<file path="src/rtl/core/mrhm_pkg.sv">
// Shared types, codes and constants of the run-hour meter.
package mrhm_pkg;

   // width of the elapsed counter and the on/off totals
   localparam int COUNT_BITS = 32;

   localparam int DEBOUNCE_BITS = 10;
   localparam int TIMEOUT_BITS  = 32;
   localparam int SECONDS_BITS  = 32;
   localparam int TICKS_BITS    = 32;
   localparam int CSR_DATA_BITS = 32;

   localparam logic [DEBOUNCE_BITS-1:0] DEBOUNCE_RESET = 10'd50;
   localparam logic [TIMEOUT_BITS-1:0]  TIMEOUT_RESET  = 32'd60000;

   typedef enum logic [0:0] {
      CSR_DEBOUNCE = 1'b0,
      CSR_TIMEOUT  = 1'b1
   } csr_index_type;

   typedef enum logic [1:0] {
      MODE_IDLE  = 2'd0,
      MODE_RUN   = 2'd1,
      MODE_PAUSE = 2'd2
   } mode_type;

   typedef enum logic [2:0] {
      EV_NONE   = 3'd0,
      EV_START  = 3'd1,
      EV_PAUSE  = 3'd2,
      EV_RESUME = 3'd3,
      EV_FINISH = 3'd4
   } event_type;

   typedef struct packed {
      logic [DEBOUNCE_BITS-1:0] debounce_ticks;
      logic [TIMEOUT_BITS-1:0]  timeout_ticks;
   } cfg_type;

   typedef struct packed {
      logic                     qualified_level;
      logic [DEBOUNCE_BITS-1:0] stable_count;
      mode_type                 run_mode;
      logic [COUNT_BITS-1:0]    elapsed;
      logic [COUNT_BITS-1:0]    on_total;
      logic [COUNT_BITS-1:0]    off_total;
      logic [SECONDS_BITS-1:0]  start_stamp;
      logic [SECONDS_BITS-1:0]  end_stamp;
   } meter_state_type;

endpackage

</file>
<file path="src/rtl/core/mrhm_step.sv">
// Per-tick update: pin debounce, elapsed counter and the mode machine.
module mrhm_step (
   input  mrhm_pkg::meter_state_type                  cur_state,
   input  mrhm_pkg::cfg_type                          cfg,
   input  logic                                       motor_forward,
   input  logic                                       motor_reverse,
   input  logic [mrhm_pkg::SECONDS_BITS-1:0]          wall_seconds,
   output mrhm_pkg::meter_state_type                  nxt_state,
   output mrhm_pkg::event_type                        tick_event
);
   import mrhm_pkg::*;

   logic                  raw_level;
   logic                  timed_out;
   logic [COUNT_BITS-1:0] elapsed_inc;

   assign raw_level = motor_forward | motor_reverse;

   always_comb begin
      nxt_state  = cur_state;
      tick_event = EV_NONE;

      // debounce: accept a new level once it has differed on debounce_ticks + 1 ticks in a row
      if (raw_level == cur_state.qualified_level) begin
         nxt_state.stable_count = '0;
      end else if (cur_state.stable_count >= cfg.debounce_ticks) begin
         nxt_state.qualified_level = raw_level;
         nxt_state.stable_count    = '0;
      end else begin
         nxt_state.stable_count = cur_state.stable_count + 1'b1;
      end

      // saturating tick counter
      if (cur_state.elapsed != {COUNT_BITS{1'b1}}) begin
         elapsed_inc = cur_state.elapsed + 1'b1;
      end else begin
         elapsed_inc = cur_state.elapsed;
      end
      nxt_state.elapsed = elapsed_inc;

      timed_out = 64'(elapsed_inc) >= 64'(cfg.timeout_ticks);

      unique case (cur_state.run_mode)
         MODE_RUN: begin
            if (!nxt_state.qualified_level) begin
               nxt_state.run_mode  = MODE_PAUSE;
               nxt_state.end_stamp = wall_seconds;
               nxt_state.on_total  = cur_state.on_total + elapsed_inc;
               nxt_state.elapsed   = '0;
               tick_event          = EV_PAUSE;
            end
         end
         MODE_PAUSE: begin
            if (nxt_state.qualified_level) begin
               nxt_state.run_mode  = MODE_RUN;
               nxt_state.off_total = cur_state.off_total + elapsed_inc;
               nxt_state.elapsed   = '0;
               tick_event          = EV_RESUME;
            end else if (timed_out) begin
               nxt_state.run_mode = MODE_IDLE;
               tick_event         = EV_FINISH;
            end
         end
         default: begin
            // idle, and the unused code which behaves as idle
            nxt_state.run_mode = MODE_IDLE;
            if (nxt_state.qualified_level) begin
               nxt_state.run_mode    = MODE_RUN;
               nxt_state.start_stamp = wall_seconds;
               nxt_state.elapsed     = '0;
               nxt_state.on_total    = '0;
               nxt_state.off_total   = '0;
               tick_event            = EV_START;
            end
         end
      endcase
   end

endmodule

</file>
<file path="src/rtl/core/machine_run_hour_meter.sv">
// Top level of the machine run-hour meter: request/result registers, state and CSRs.
// Each request is one time tick and yields exactly one result. A request can be taken
// in every cycle while the result side does not stall; its result appears on the rsp_ side
// once the request has landed in an input register at acceptance and the state update has
// then written the result register. The debounce, counter and mode update form a
// combinational loop on the state registers, which allows one tick per cycle when not stalled.
// The input register lets one further request in while a result waits to be taken.
// The on/off totals wrap and the stamps hold until next written; the elapsed counter
// saturates. CSRs are written with csr_we; index 0 is the debounce length in ticks,
// index 1 the paused-tick timeout. No clearing pass after reset.
module machine_run_hour_meter (
   input  logic         clock,
   input  logic         reset,
   // request
   input  logic         req_tvalid,
   output logic         req_tready,
   input  logic [39:0]  req_tdata,   // motor_forward, motor_reverse, wall_seconds, zero pad
   // result
   output logic         rsp_tvalid,
   input  logic         rsp_tready,
   // event_res, mode, on_ticks, off_ticks, start_seconds, end_seconds, zero pad
   output logic [135:0] rsp_tdata,
   // configuration
   input  logic                               csr_we,
   input  mrhm_pkg::csr_index_type            csr_index,
   input  logic [mrhm_pkg::CSR_DATA_BITS-1:0] csr_wdata
);
   import mrhm_pkg::*;

   cfg_type                 cfg_ff, cfg_in;
   meter_state_type         state_ff, state_in;
   event_type               tick_event;

   logic                    s1_valid_ff, s1_valid_in;
   logic                    s1_forward_ff, s1_reverse_ff;
   logic [SECONDS_BITS-1:0] s1_seconds_ff;

   logic                    rsp_valid_ff, rsp_valid_in;
   event_type               rsp_event_ff;
   mode_type                rsp_mode_ff;
   logic [TICKS_BITS-1:0]   rsp_on_ff, rsp_off_ff;
   logic [SECONDS_BITS-1:0] rsp_start_ff, rsp_end_ff;

   logic                    out_free;
   logic                    advance;
   logic                    req_accept;
   logic [63:0]             on_ext, off_ext;

   assign out_free   = !rsp_valid_ff || rsp_tready;
   assign advance    = s1_valid_ff && out_free;
   assign req_tready = !s1_valid_ff || out_free;
   assign req_accept = req_tvalid && req_tready;

   // configuration writes
   always_comb begin
      cfg_in = cfg_ff;
      if (csr_we) begin
         unique case (csr_index)
            CSR_DEBOUNCE: cfg_in.debounce_ticks = csr_wdata[DEBOUNCE_BITS-1:0];
            CSR_TIMEOUT:  cfg_in.timeout_ticks  = csr_wdata[TIMEOUT_BITS-1:0];
            default:      cfg_in = cfg_ff;
         endcase
      end
   end

   always_ff @(posedge clock) begin
      if (reset) begin
         cfg_ff.debounce_ticks <= DEBOUNCE_RESET;
         cfg_ff.timeout_ticks  <= TIMEOUT_RESET;
      end else begin
         cfg_ff <= cfg_in;
      end
   end

   // input register
   always_comb begin
      if (req_accept) begin
         s1_valid_in = 1'b1;
      end else if (advance) begin
         s1_valid_in = 1'b0;
      end else begin
         s1_valid_in = s1_valid_ff;
      end
   end

   always_ff @(posedge clock) begin
      if (reset) begin
         s1_valid_ff <= 1'b0;
      end else begin
         s1_valid_ff <= s1_valid_in;
      end
   end

   always_ff @(posedge clock) begin
      if (req_accept) begin
         s1_forward_ff <= req_tdata[0];
         s1_reverse_ff <= req_tdata[1];
         s1_seconds_ff <= req_tdata[33:2];
      end
   end

   mrhm_step u_step (
      .cur_state     (state_ff),
      .cfg           (cfg_ff),
      .motor_forward (s1_forward_ff),
      .motor_reverse (s1_reverse_ff),
      .wall_seconds  (s1_seconds_ff),
      .nxt_state     (state_in),
      .tick_event    (tick_event)
   );

   always_ff @(posedge clock) begin
      if (reset) begin
         state_ff.qualified_level <= 1'b0;
         state_ff.stable_count    <= '0;
         state_ff.run_mode        <= MODE_IDLE;
         state_ff.elapsed         <= '0;
         state_ff.on_total        <= '0;
         state_ff.off_total       <= '0;
         state_ff.start_stamp     <= '0;
         state_ff.end_stamp       <= '0;
      end else if (advance) begin
         state_ff <= state_in;
      end
   end

   // result register
   assign on_ext  = 64'(state_in.on_total);
   assign off_ext = 64'(state_in.off_total);

   always_comb begin
      if (advance) begin
         rsp_valid_in = 1'b1;
      end else if (rsp_tready) begin
         rsp_valid_in = 1'b0;
      end else begin
         rsp_valid_in = rsp_valid_ff;
      end
   end

   always_ff @(posedge clock) begin
      if (reset) begin
         rsp_valid_ff <= 1'b0;
      end else begin
         rsp_valid_ff <= rsp_valid_in;
      end
   end

   always_ff @(posedge clock) begin
      if (advance) begin
         rsp_event_ff <= tick_event;
         rsp_mode_ff  <= state_in.run_mode;
         rsp_on_ff    <= on_ext[TICKS_BITS-1:0];
         rsp_off_ff   <= off_ext[TICKS_BITS-1:0];
         rsp_start_ff <= state_in.start_stamp;
         rsp_end_ff   <= state_in.end_stamp;
      end
   end

   assign rsp_tvalid = rsp_valid_ff;
   assign rsp_tdata  = {3'b000, rsp_end_ff, rsp_start_ff, rsp_off_ff, rsp_on_ff,
                        rsp_mode_ff, rsp_event_ff};

   // a start always leaves the operation running with cleared totals
   a_start_clears: assert property (@(posedge clock) disable iff (reset)
      (rsp_valid_ff && rsp_event_ff == EV_START) |->
         (rsp_mode_ff == MODE_RUN && rsp_on_ff == '0 && rsp_off_ff == '0))
      else $error("start result without running mode or with non-zero totals");

   a_finish_idle: assert property (@(posedge clock) disable iff (reset)
      (rsp_valid_ff && rsp_event_ff == EV_FINISH) |-> rsp_mode_ff == MODE_IDLE)
      else $error("finish result without idle mode");

   // start, pause and resume clear the elapsed counter
   a_change_clears_elapsed: assert property (@(posedge clock) disable iff (reset)
      (advance && (tick_event == EV_PAUSE || tick_event == EV_RESUME
                   || tick_event == EV_START)) |=> state_ff.elapsed == '0)
      else $error("elapsed counter not cleared on mode change");

   // both registers full and the result stalled: no further request may enter
   a_full_blocks: assert property (@(posedge clock) disable iff (reset)
      (s1_valid_ff && rsp_valid_ff && !rsp_tready) |-> !req_tready)
      else $error("request taken with both stages full");

   a_request_lands: assert property (@(posedge clock) disable iff (reset)
      req_accept |=> s1_valid_ff)
      else $error("accepted request lost before the input register");

endmodule

</file>
<file path="config.mk">
export PLATFORM = sky130hd
export DESIGN_NAME = machine_run_hour_meter
export DESIGN_NICKNAME = d
export VERILOG_FILES = /design/src/rtl/core/mrhm_pkg.sv /design/src/rtl/core/mrhm_step.sv /design/src/rtl/core/machine_run_hour_meter.sv
export SDC_FILE = /design/constraint.sdc
export NUM_CORES = 1
export LEC_CHECK = 0
export BUFFER_PORTS_ARGS = -buffer_cell sky130_fd_sc_hd__buf_2
export CORE_MARGIN = 4
export CORE_UTILIZATION = 64
export CTS_CLUSTER_DIAMETER = 50
export DETAILED_ROUTE_END_ITERATION = 12
export GPL_TIMING_DRIVEN = 0
export PLACE_DENSITY = 0.89
export SLEW_MARGIN = 30
export SYNTH_ARGS = -nofsm -noshare
export SYNTH_HDL_FRONTEND = slang
export SYNTH_SLANG_ARGS = --single-unit
</file>
<file path="constraint.sdc">
create_clock -name clock -period 12.5 [get_ports clock]
set_clock_uncertainty 0.15 [all_clocks]
set_input_delay 1.875 -clock clock [delete_from_list [all_inputs] [get_ports clock]]
set_output_delay 1.875 -clock clock [all_outputs]
set_load 0.005 [all_outputs]
</file>
==> results of run 1 <==
[state kept, by name, indices dropped and copies added (netlist names), 3 cells and up]
name / flops
s1_seconds_ff: 32
rsp_end_ff: 32
rsp_off_ff: 32
rsp_start_ff: 32
rsp_on_ff: 32
cfg_ff: 42
rsp_event_ff: 3
state_ff: 173
[worst min-delay path, stage by stage, from the launching register on]
cell and delay (ns):
dfxtp_1 0.30, nand2_1 0.05, a21oi_1 0.05
[logic make-up (layout without fill, tap and decap cells)]
group,after synthesis,count (layout),share of synthesized area [%]
other cells,1,5,0.0196
buf+inv,171,459,3.48
mux,37,37,2.17
flops,384,384,49.0
xor+xnor,88,88,4.04
fa+ha+maj,110,110,7.28
compound gates,518,518,17.0
simple gates,749,749,17.0
[per-layer routing]
| layer | up-vias | part of all wire [%] | GRT usage (%) |
|---|---|---|---|
| met5 | - | 0 | 0 |
| met4 | 0 | 4.9 | 15.2 |
| met3 | 238 | 10 | 6.66 |
| met2 | 1120 | 47 | 57.5 |
| met1 | 8138 | 38 | 43.6 |
| li1 | 7780 | - | - |
[area by class of cell]
cell class                 instances  area, sq um  share of cell area (%)
timing repair buffer             210         1110                    5.02
antenna                            2         5.00                  0.0226
buffer                           105          420                    1.90
tap                              384          480                    2.17
multi-input combinational       1505         9090                    41.1
clock inverter                    25          236                    1.07
clock buffer                      53         1170                    5.30
inverter                          66          248                    1.12
sequential                       384         9360                    42.3
[worst paths after layout]
check / end / slack (ns) / depth (start not counted) / from
max reg2reg: rsp_on_ff[31]$_DFFE_PP_ / 5.69 / 19 / state_ff[131]$_SDFFE_PP0P_
max: rsp_on_ff[31]$_DFFE_PP_ / 5.69 / 19 / state_ff[131]$_SDFFE_PP0P_
min reg2reg: cfg_ff[28]$_SDFFE_PP0P_ / 0.30 / 2 / cfg_ff[28]$_SDFFE_PP0P_
min: cfg_ff[28]$_SDFFE_PP0P_ / 0.30 / 2 / cfg_ff[28]$_SDFFE_PP0P_
[power by group through the flow]
stage                     sequential (W)  combinational [W]  clock [W]
after floorplan                  0.00140          0.0000963          0
after CTS                        0.00137           0.000180    0.00125
after global placement           0.00140           0.000168          0
final                            0.00137           0.000184    0.00126
after global routing             0.00137           0.000199    0.00132
after detailed placement         0.00139           0.000178          0
[stage by stage]
step | cells | total power [W] | area, sq um | util (%)
floorplan | 2060 | 0.00149 | 19100 | -
global placement | 2650 | 0.00157 | 20600 | 70.9
detailed placement | 2654 | 0.00157 | 20700 | 71.2
CTS | 2732 | 0.00280 | 22100 | 76.0
global route | 2734 | 0.00289 | 22100 | 76.1
finish | 2734 | 0.00281 | 22100 | 76.1
[layout by cell type, fill, tap and decap left out, types with 5 or more instances in the layout]
cell type	synthesis	final
a21oi_1	203	203
xor2_1	33	33
o31ai_1	5	5
and3_1	14	14
nand3_1	22	22
clkbuf_8	0	6
clkinv_2	0	7
nor2_1	131	131
buf_1	11	11
xnor2_1	55	55
ha_1	108	108
or3_1	9	9
o21ai_0	103	103
nor2b_1	10	10
inv_6	0	5
nand2_1	440	440
nor3_1	29	29
inv_1	66	66
nor3b_1	7	7
a22oi_1	17	17
nand4_1	24	24
dfxtp_1	217	217
buf_2	3	209
clkbuf_1	87	90
a21o_1	45	45
nand2b_1	21	21
o21a_1	10	10
edfxtp_1	167	167
o211ai_1	17	17
clkinvlp_4	0	5
a31o_2	5	5
nor4_1	6	5
mux2_2	35	35
a211oi_1	8	8
a31oi_1	13	13
o21bai_1	5	5
and2_1	15	14
a22o_1	36	36
clkbuf_16	0	43
==> flow_summary.yaml, run 1 <==
clock_network:
  clk_pin_slew_worst_paths_ns: 0.07
  h-tree-depth: 2
  cts_resized: 0
  numClockSinks: 384
  cts_tree: "built"
  cts_buffer_depth: 3
  clock_latency_ns: 0.56
  cts_setup_buffers: 0
  root_buffer: "clkbuf_16"
  hold_buffers: 0
  numCtsBuffers: 42
route:
  remaining_drc_errors: 0
  via_per_inst: 6.32
  initialDrtViolationCount: 2120
  vias: 17300
  ant_nets: 0
  wl_per_cell_microns: 21.4
  drtPass1Iterations: 8
  routed_wl_microns: 58400
floorplan:
  die_x_microns: 181
  fp.dieH_microns: 181
  die_area_sq_um: 32700
  core_area_sq_um: 29100
  ioPinCount: 216
  start_util_pct: 65.7
  row_count: 62
power_and_ir_drop:
  seqPwrFrac_pct: 48.7
  pwr-share-comb_pct: 6.6
  p_per_area_nw_per_um2: 127
  ir_drop_uv: 110
  power.switching_w: 0.000681
  intPower_w: 0.00213
  p_clk_share_pct: 44.7
  switching_share_pct: 24.2
  leakage_nw: 9.12
global_routing:
  antenna_found_initial: 2
  grt-ovfl-total: 0
  grt_max_degree: 44
  grt.total_usage_pct: 34.4
  grt_pass1_vias: 16700
  grt_pass1_wl_microns: 90400
sta:
  timing.hold.ws_ns: 0.305
  tightest_slew_ns: 1.08
  final-hold-violation-count: 0
  maxSlewViolCount: 0
  relSlewSlack_pct: 27.7
  setup_tns_ns: 0
  finalCritPeriodShare_pct: 54.5
  max_freq_mhz: 147
  rsz0062_at_grt: "false"
  period_minus_slack_ns: 6.81
  setup_viol: 0
  worst_slack_ns: 5.69
yosys:
  synth.top_cell.area_share_pct: 26.3
  synth_edf_count: 167
  synth_seq_cells: 384
  synth.distinct_cells: 81
  synthCells: 2058
  synth_top_area_cell: "edfxtp_1"
  netlist_top_cells_count: "nand2_1 (440), dfxtp_1 (217), a21oi_1 (203)"
  synthesis.area_sq_um: 19100
  async_flop_share_pct: 0
  seq_area_frac_synth_pct: 49.0
  synth_area_leaders: "edfxtp_1 (26%), dfxtp_1 (23%), nand2_1 (8.6%), ha_1 (7.1%), a21oi_1 (5.3%)"
  yosysMostFrequentCell: "nand2_1"
  syn_area_per_cell_sq_um: 9.28
  synth_ff_type: "dfxtp_1"
  yosys_warnings: 0
critical_path:
  end_kind: "flop"
  cp.required_ns: 12.66
  cp_max_fo: 7
  crit_arrival_ns: 6.97
  setup.worst_path.start_class: "flop"
  path_cells: "clkbuf_1, nand3_1, nor4_1, or4b_1, buf_6, nor2_1, mux2i_1, inv_1, ha_1, a211oi_1, o211ai_1, nand4_1, a2111oi_0, o21ai_0, nor4_1, or3_1, xnor2_1, a21oi_1, o21ai_0"
  worstSetupPathType: "flop to flop"
  max_stage_delay_ns: 0.64
  slowest_stage: "mux2i_1"
  timing.critical_path.buf_inv: 3
  crit_family: "simple AND/OR/NAND/NOR gates"
finish:
  area_growth_pct: 15.8
  layout-drive-gt1-share_pct: 14.9
  fillCellCount: 1952
  layout.nets: 2502
place:
  preCtsSetupSlack_ns: 6.07
  gp_congestion: 1.01
  io_buffer_count: 206
  hpwlAfterDp_microns: 41800
status:
  status: "complete, no violations"
min_path:
  min_path_type: "flop to flop"
run:
  maxCapViolCount: 0
Power figures use the tool's default switching activity.
==> run 2: changes to the inputs <==
- ABC_AREA: unset -> 1
- CORE_UTILIZATION: 64 -> 54
- PLACE_DENSITY: 0.89 -> 0.8
- clock period: 12.5 -> 6.1 ns (I/O delays scaled with it)
==> flow_summary.yaml, run 2 <==
status:
  status: "complete, no violations"
global_routing:
  grt_max_degree: 88
  antenna_found_initial: 0
  grt-ovfl-total: 0
  grt.total_usage_pct: 31.7
  grt_pass1_vias: 19100
  grt_pass1_wl_microns: 103000
critical_path:
  rr_startpoint: "state_ff[128]$_SDFFE_PP0P_"
  worstSetupPathType: "flop to flop"
  end_kind: "flop"
  reg2reg_to: "state_ff[110]$_SDFFE_PP0P_"
  setup.worst_path.start_class: "flop"
  reg2regPathDepth: 23
  r2r_slack_ns: 1.19
  cp.required_ns: 6.41
  crit_arrival_ns: 5.22
  cp_max_fo: 10
finish:
  fillCellCount: 3317
  fin_area_sq_um: 24100
  layout.nets: 3150
  layout_commonest_cell: "nand2_1"
  largest-register: "state_ff"
  final_cell_mix: "nand2_1 (528), inv_1 (405), nor2_1 (301)"
  largest_reg_flops: 173
  reg_top3: "state_ff (173), cfg_ff (42)"
  layout-drive-gt1-share_pct: 11.5
  area_growth_pct: 15.8
  n_antenna_cell: 0
clock_network:
  h-tree-depth: 2
  cts_setup_buffers: 0
  cts_resized: 0
  clk_pin_slew_worst_paths_ns: 0.06
  cts_tree: "built"
  root_buffer: "clkbuf_16"
  hold_buffers: 0
  numCtsBuffers: 45
  clock_latency_ns: 0.59
  numClockSinks: 384
  cts_buffer_depth: 3
yosys:
  synthCells: 2706
  netlist_top_cells_count: "nand2_1 (528), inv_1 (406), nor2_1 (301)"
  synth_edf_count: 167
  yosys_warnings: 0
  yosysMostFrequentCell: "nand2_1"
  synth_seq_cells: 384
  async_flop_share_pct: 0
  synth_ff_type: "dfxtp_1"
  seq_area_frac_synth_pct: 45.0
  synth.distinct_cells: 53
  synth.top_cell.area_share_pct: 24.1
  synthesis.area_sq_um: 20800
  synth_area_leaders: "edfxtp_1 (24%), dfxtp_1 (21%), nand2_1 (9.5%), inv_1 (7.3%), ha_1 (6.5%)"
  synth_top_area_cell: "edfxtp_1"
  syn_area_per_cell_sq_um: 7.68
power_and_ir_drop:
  power.switching_w: 0.00173
  ir_drop_uv: 246
  seqPwrFrac_pct: 45.9
  leakage_nw: 11.3
  p_per_area_nw_per_um2: 265
  pwr-share-comb_pct: 12.0
  intPower_w: 0.00465
  switching_share_pct: 27.1
  p_clk_share_pct: 42.1
floorplan:
  core_area_sq_um: 37800
  ioPinCount: 216
  start_util_pct: 54.9
  row_count: 71
  fp.dieH_microns: 204
  die_x_microns: 204
  die_area_sq_um: 41700
sta:
  period_minus_slack_ns: 4.91
  setup_viol: 0
  final-hold-violation-count: 0
  rsz0062_at_grt: "false"
  worst_slack_ns: 1.19
  finalCritPeriodShare_pct: 80.5
  max_freq_mhz: 204
  relSlewSlack_pct: 29.3
  maxSlewViolCount: 0
  tightest_slew_ns: 1.05
route:
  drtPass1Iterations: 6
  routed_wl_microns: 67500
  wl_per_cell_microns: 19.2
  via_per_inst: 5.60
  remaining_drc_errors: 0
  ant_nets: 0
  vias: 19700
  initialDrtViolationCount: 1761
place:
  io_buffer_count: 205
  preCtsSetupSlack_ns: 1.32
  place_area_sq_um: 22600
  hpwlAfterDp_microns: 51100
  gp_congestion: 0.975
min_path:
  min_path_type: "flop to flop"
  worstHoldStart: "cfg_ff[7]$_SDFFE_PP0P_"
  holdPathEnd: "cfg_ff[7]$_SDFFE_PP0P_"
  hold_path_depth: 2
run:
  maxCapViolCount: 0
## run 2: power groups by stage
stage / Sequential (W) / Combinational (W) / Clock, W
2_1_floorplan: 0.00297 / 0.000455 / 0
3_3_place_gp: 0.00298 / 0.000709 / 0
3_5_place_dp: 0.00298 / 0.000741 / 0
4_1_cts: 0.00292 / 0.000750 / 0.00270
6_report: 0.00293 / 0.000763 / 0.00269
5_1_grt: 0.00294 / 0.000845 / 0.00281
## run 2: area by class of cell
| class | instances | area [sq um] | share of cell area [%] |
|---|---|---|---|
| timing repair buffer | 207 | 1080 | 4.49 |
| tap | 511 | 639 | 2.66 |
| buffer | 98 | 454 | 1.89 |
| multi-input combinational | 1816 | 9500 | 39.5 |
| clock inverter | 23 | 228 | 0.947 |
| inverter | 410 | 1540 | 6.40 |
| sequential | 384 | 9360 | 38.9 |
| clock buffer | 60 | 1250 | 5.21 |
## run 2: worst max-delay path, cell delays in order, from the launching register on
cell      delay (ns)
dfxtp_1         0.40
ha_1            0.26
nand2_1         0.11
nor2_2          0.16
nand2_1         0.13
nor2_4          0.19
nand3_2         0.15
clkbuf_1        0.31
o21ai_1         0.45
ha_1            0.41
nand2_1         0.09
nand2_1         0.05
nand2_1         0.05
nand2_1         0.16
a21boi_0        0.46
o21ai_0         0.33
nand2_1         0.16
nand2_1         0.10
nand2_1         0.07
nand3_1         0.08
nand2_1         0.09
o21ai_0         0.13
o21ai_0         0.23
inv_1           0.07
## run 2: per-stage QoR
stage	total power (W)	TNS, ns	cells	hold WS, ns	util [%]
final	0.00638	0	3509	0.313	63.6
after global routing	0.00659	0	3509	0.336	63.6
after CTS	0.00637	0	3509	0.310	63.6
after detailed placement	0.00372	0	3426	0.302	59.7
after global placement	0.00369	-255.72	3424	0.299	59.3
after floorplan	0.00343	0	2708	0.285	-
## run 2: kinds of logic after synthesis
family                   after synthesis  share of synthesized area [%]
other                                  1                         0.0180
flip-flops                           384                           45.0
buffers and inverters                508                           9.54
AO/OA/AOI/OAI                        634                           16.3
adder cells (fa/ha/maj)              110                           6.70
AND/OR/NAND/NOR                     1021                           20.4
XOR/XNOR                              48                           2.02
## run 2: how the worst max path moves through the flow
stage          cells past startpoint  slack [ns]                    endpoint                       start
5_1_grt                           28        0.95    rsp_off_ff[31]$_DFFE_PP_  state_ff[128]$_SDFFE_PP0P_
3_5_place_dp                      22        1.32     rsp_on_ff[22]$_DFFE_PP_  state_ff[128]$_SDFFE_PP0P_
3_3_place_gp                       9       -1.85   state_ff[97]$_SDFFE_PP0P_                  rsp_tready
4_1_cts                           22        1.30     rsp_on_ff[22]$_DFFE_PP_  state_ff[128]$_SDFFE_PP0P_
6_report                          23        1.19  state_ff[110]$_SDFFE_PP0P_  state_ff[128]$_SDFFE_PP0P_
2_1_floorplan                      7        0.21     rsp_end_ff[0]$_DFFE_PP_                  rsp_tready
## run 2: metal layers
| layer | wire length [microns] | share of wire [%] | track usage (%) |
|---|---|---|---|
| met1 | 27000 | 40 | 40.4 |
| met2 | 31100 | 46 | 52.5 |
| met3 | 6370 | 9.4 | 6.87 |
| met4 | 3120 | 4.6 | 13.5 |
| met5 | 0 | 0 | 0 |
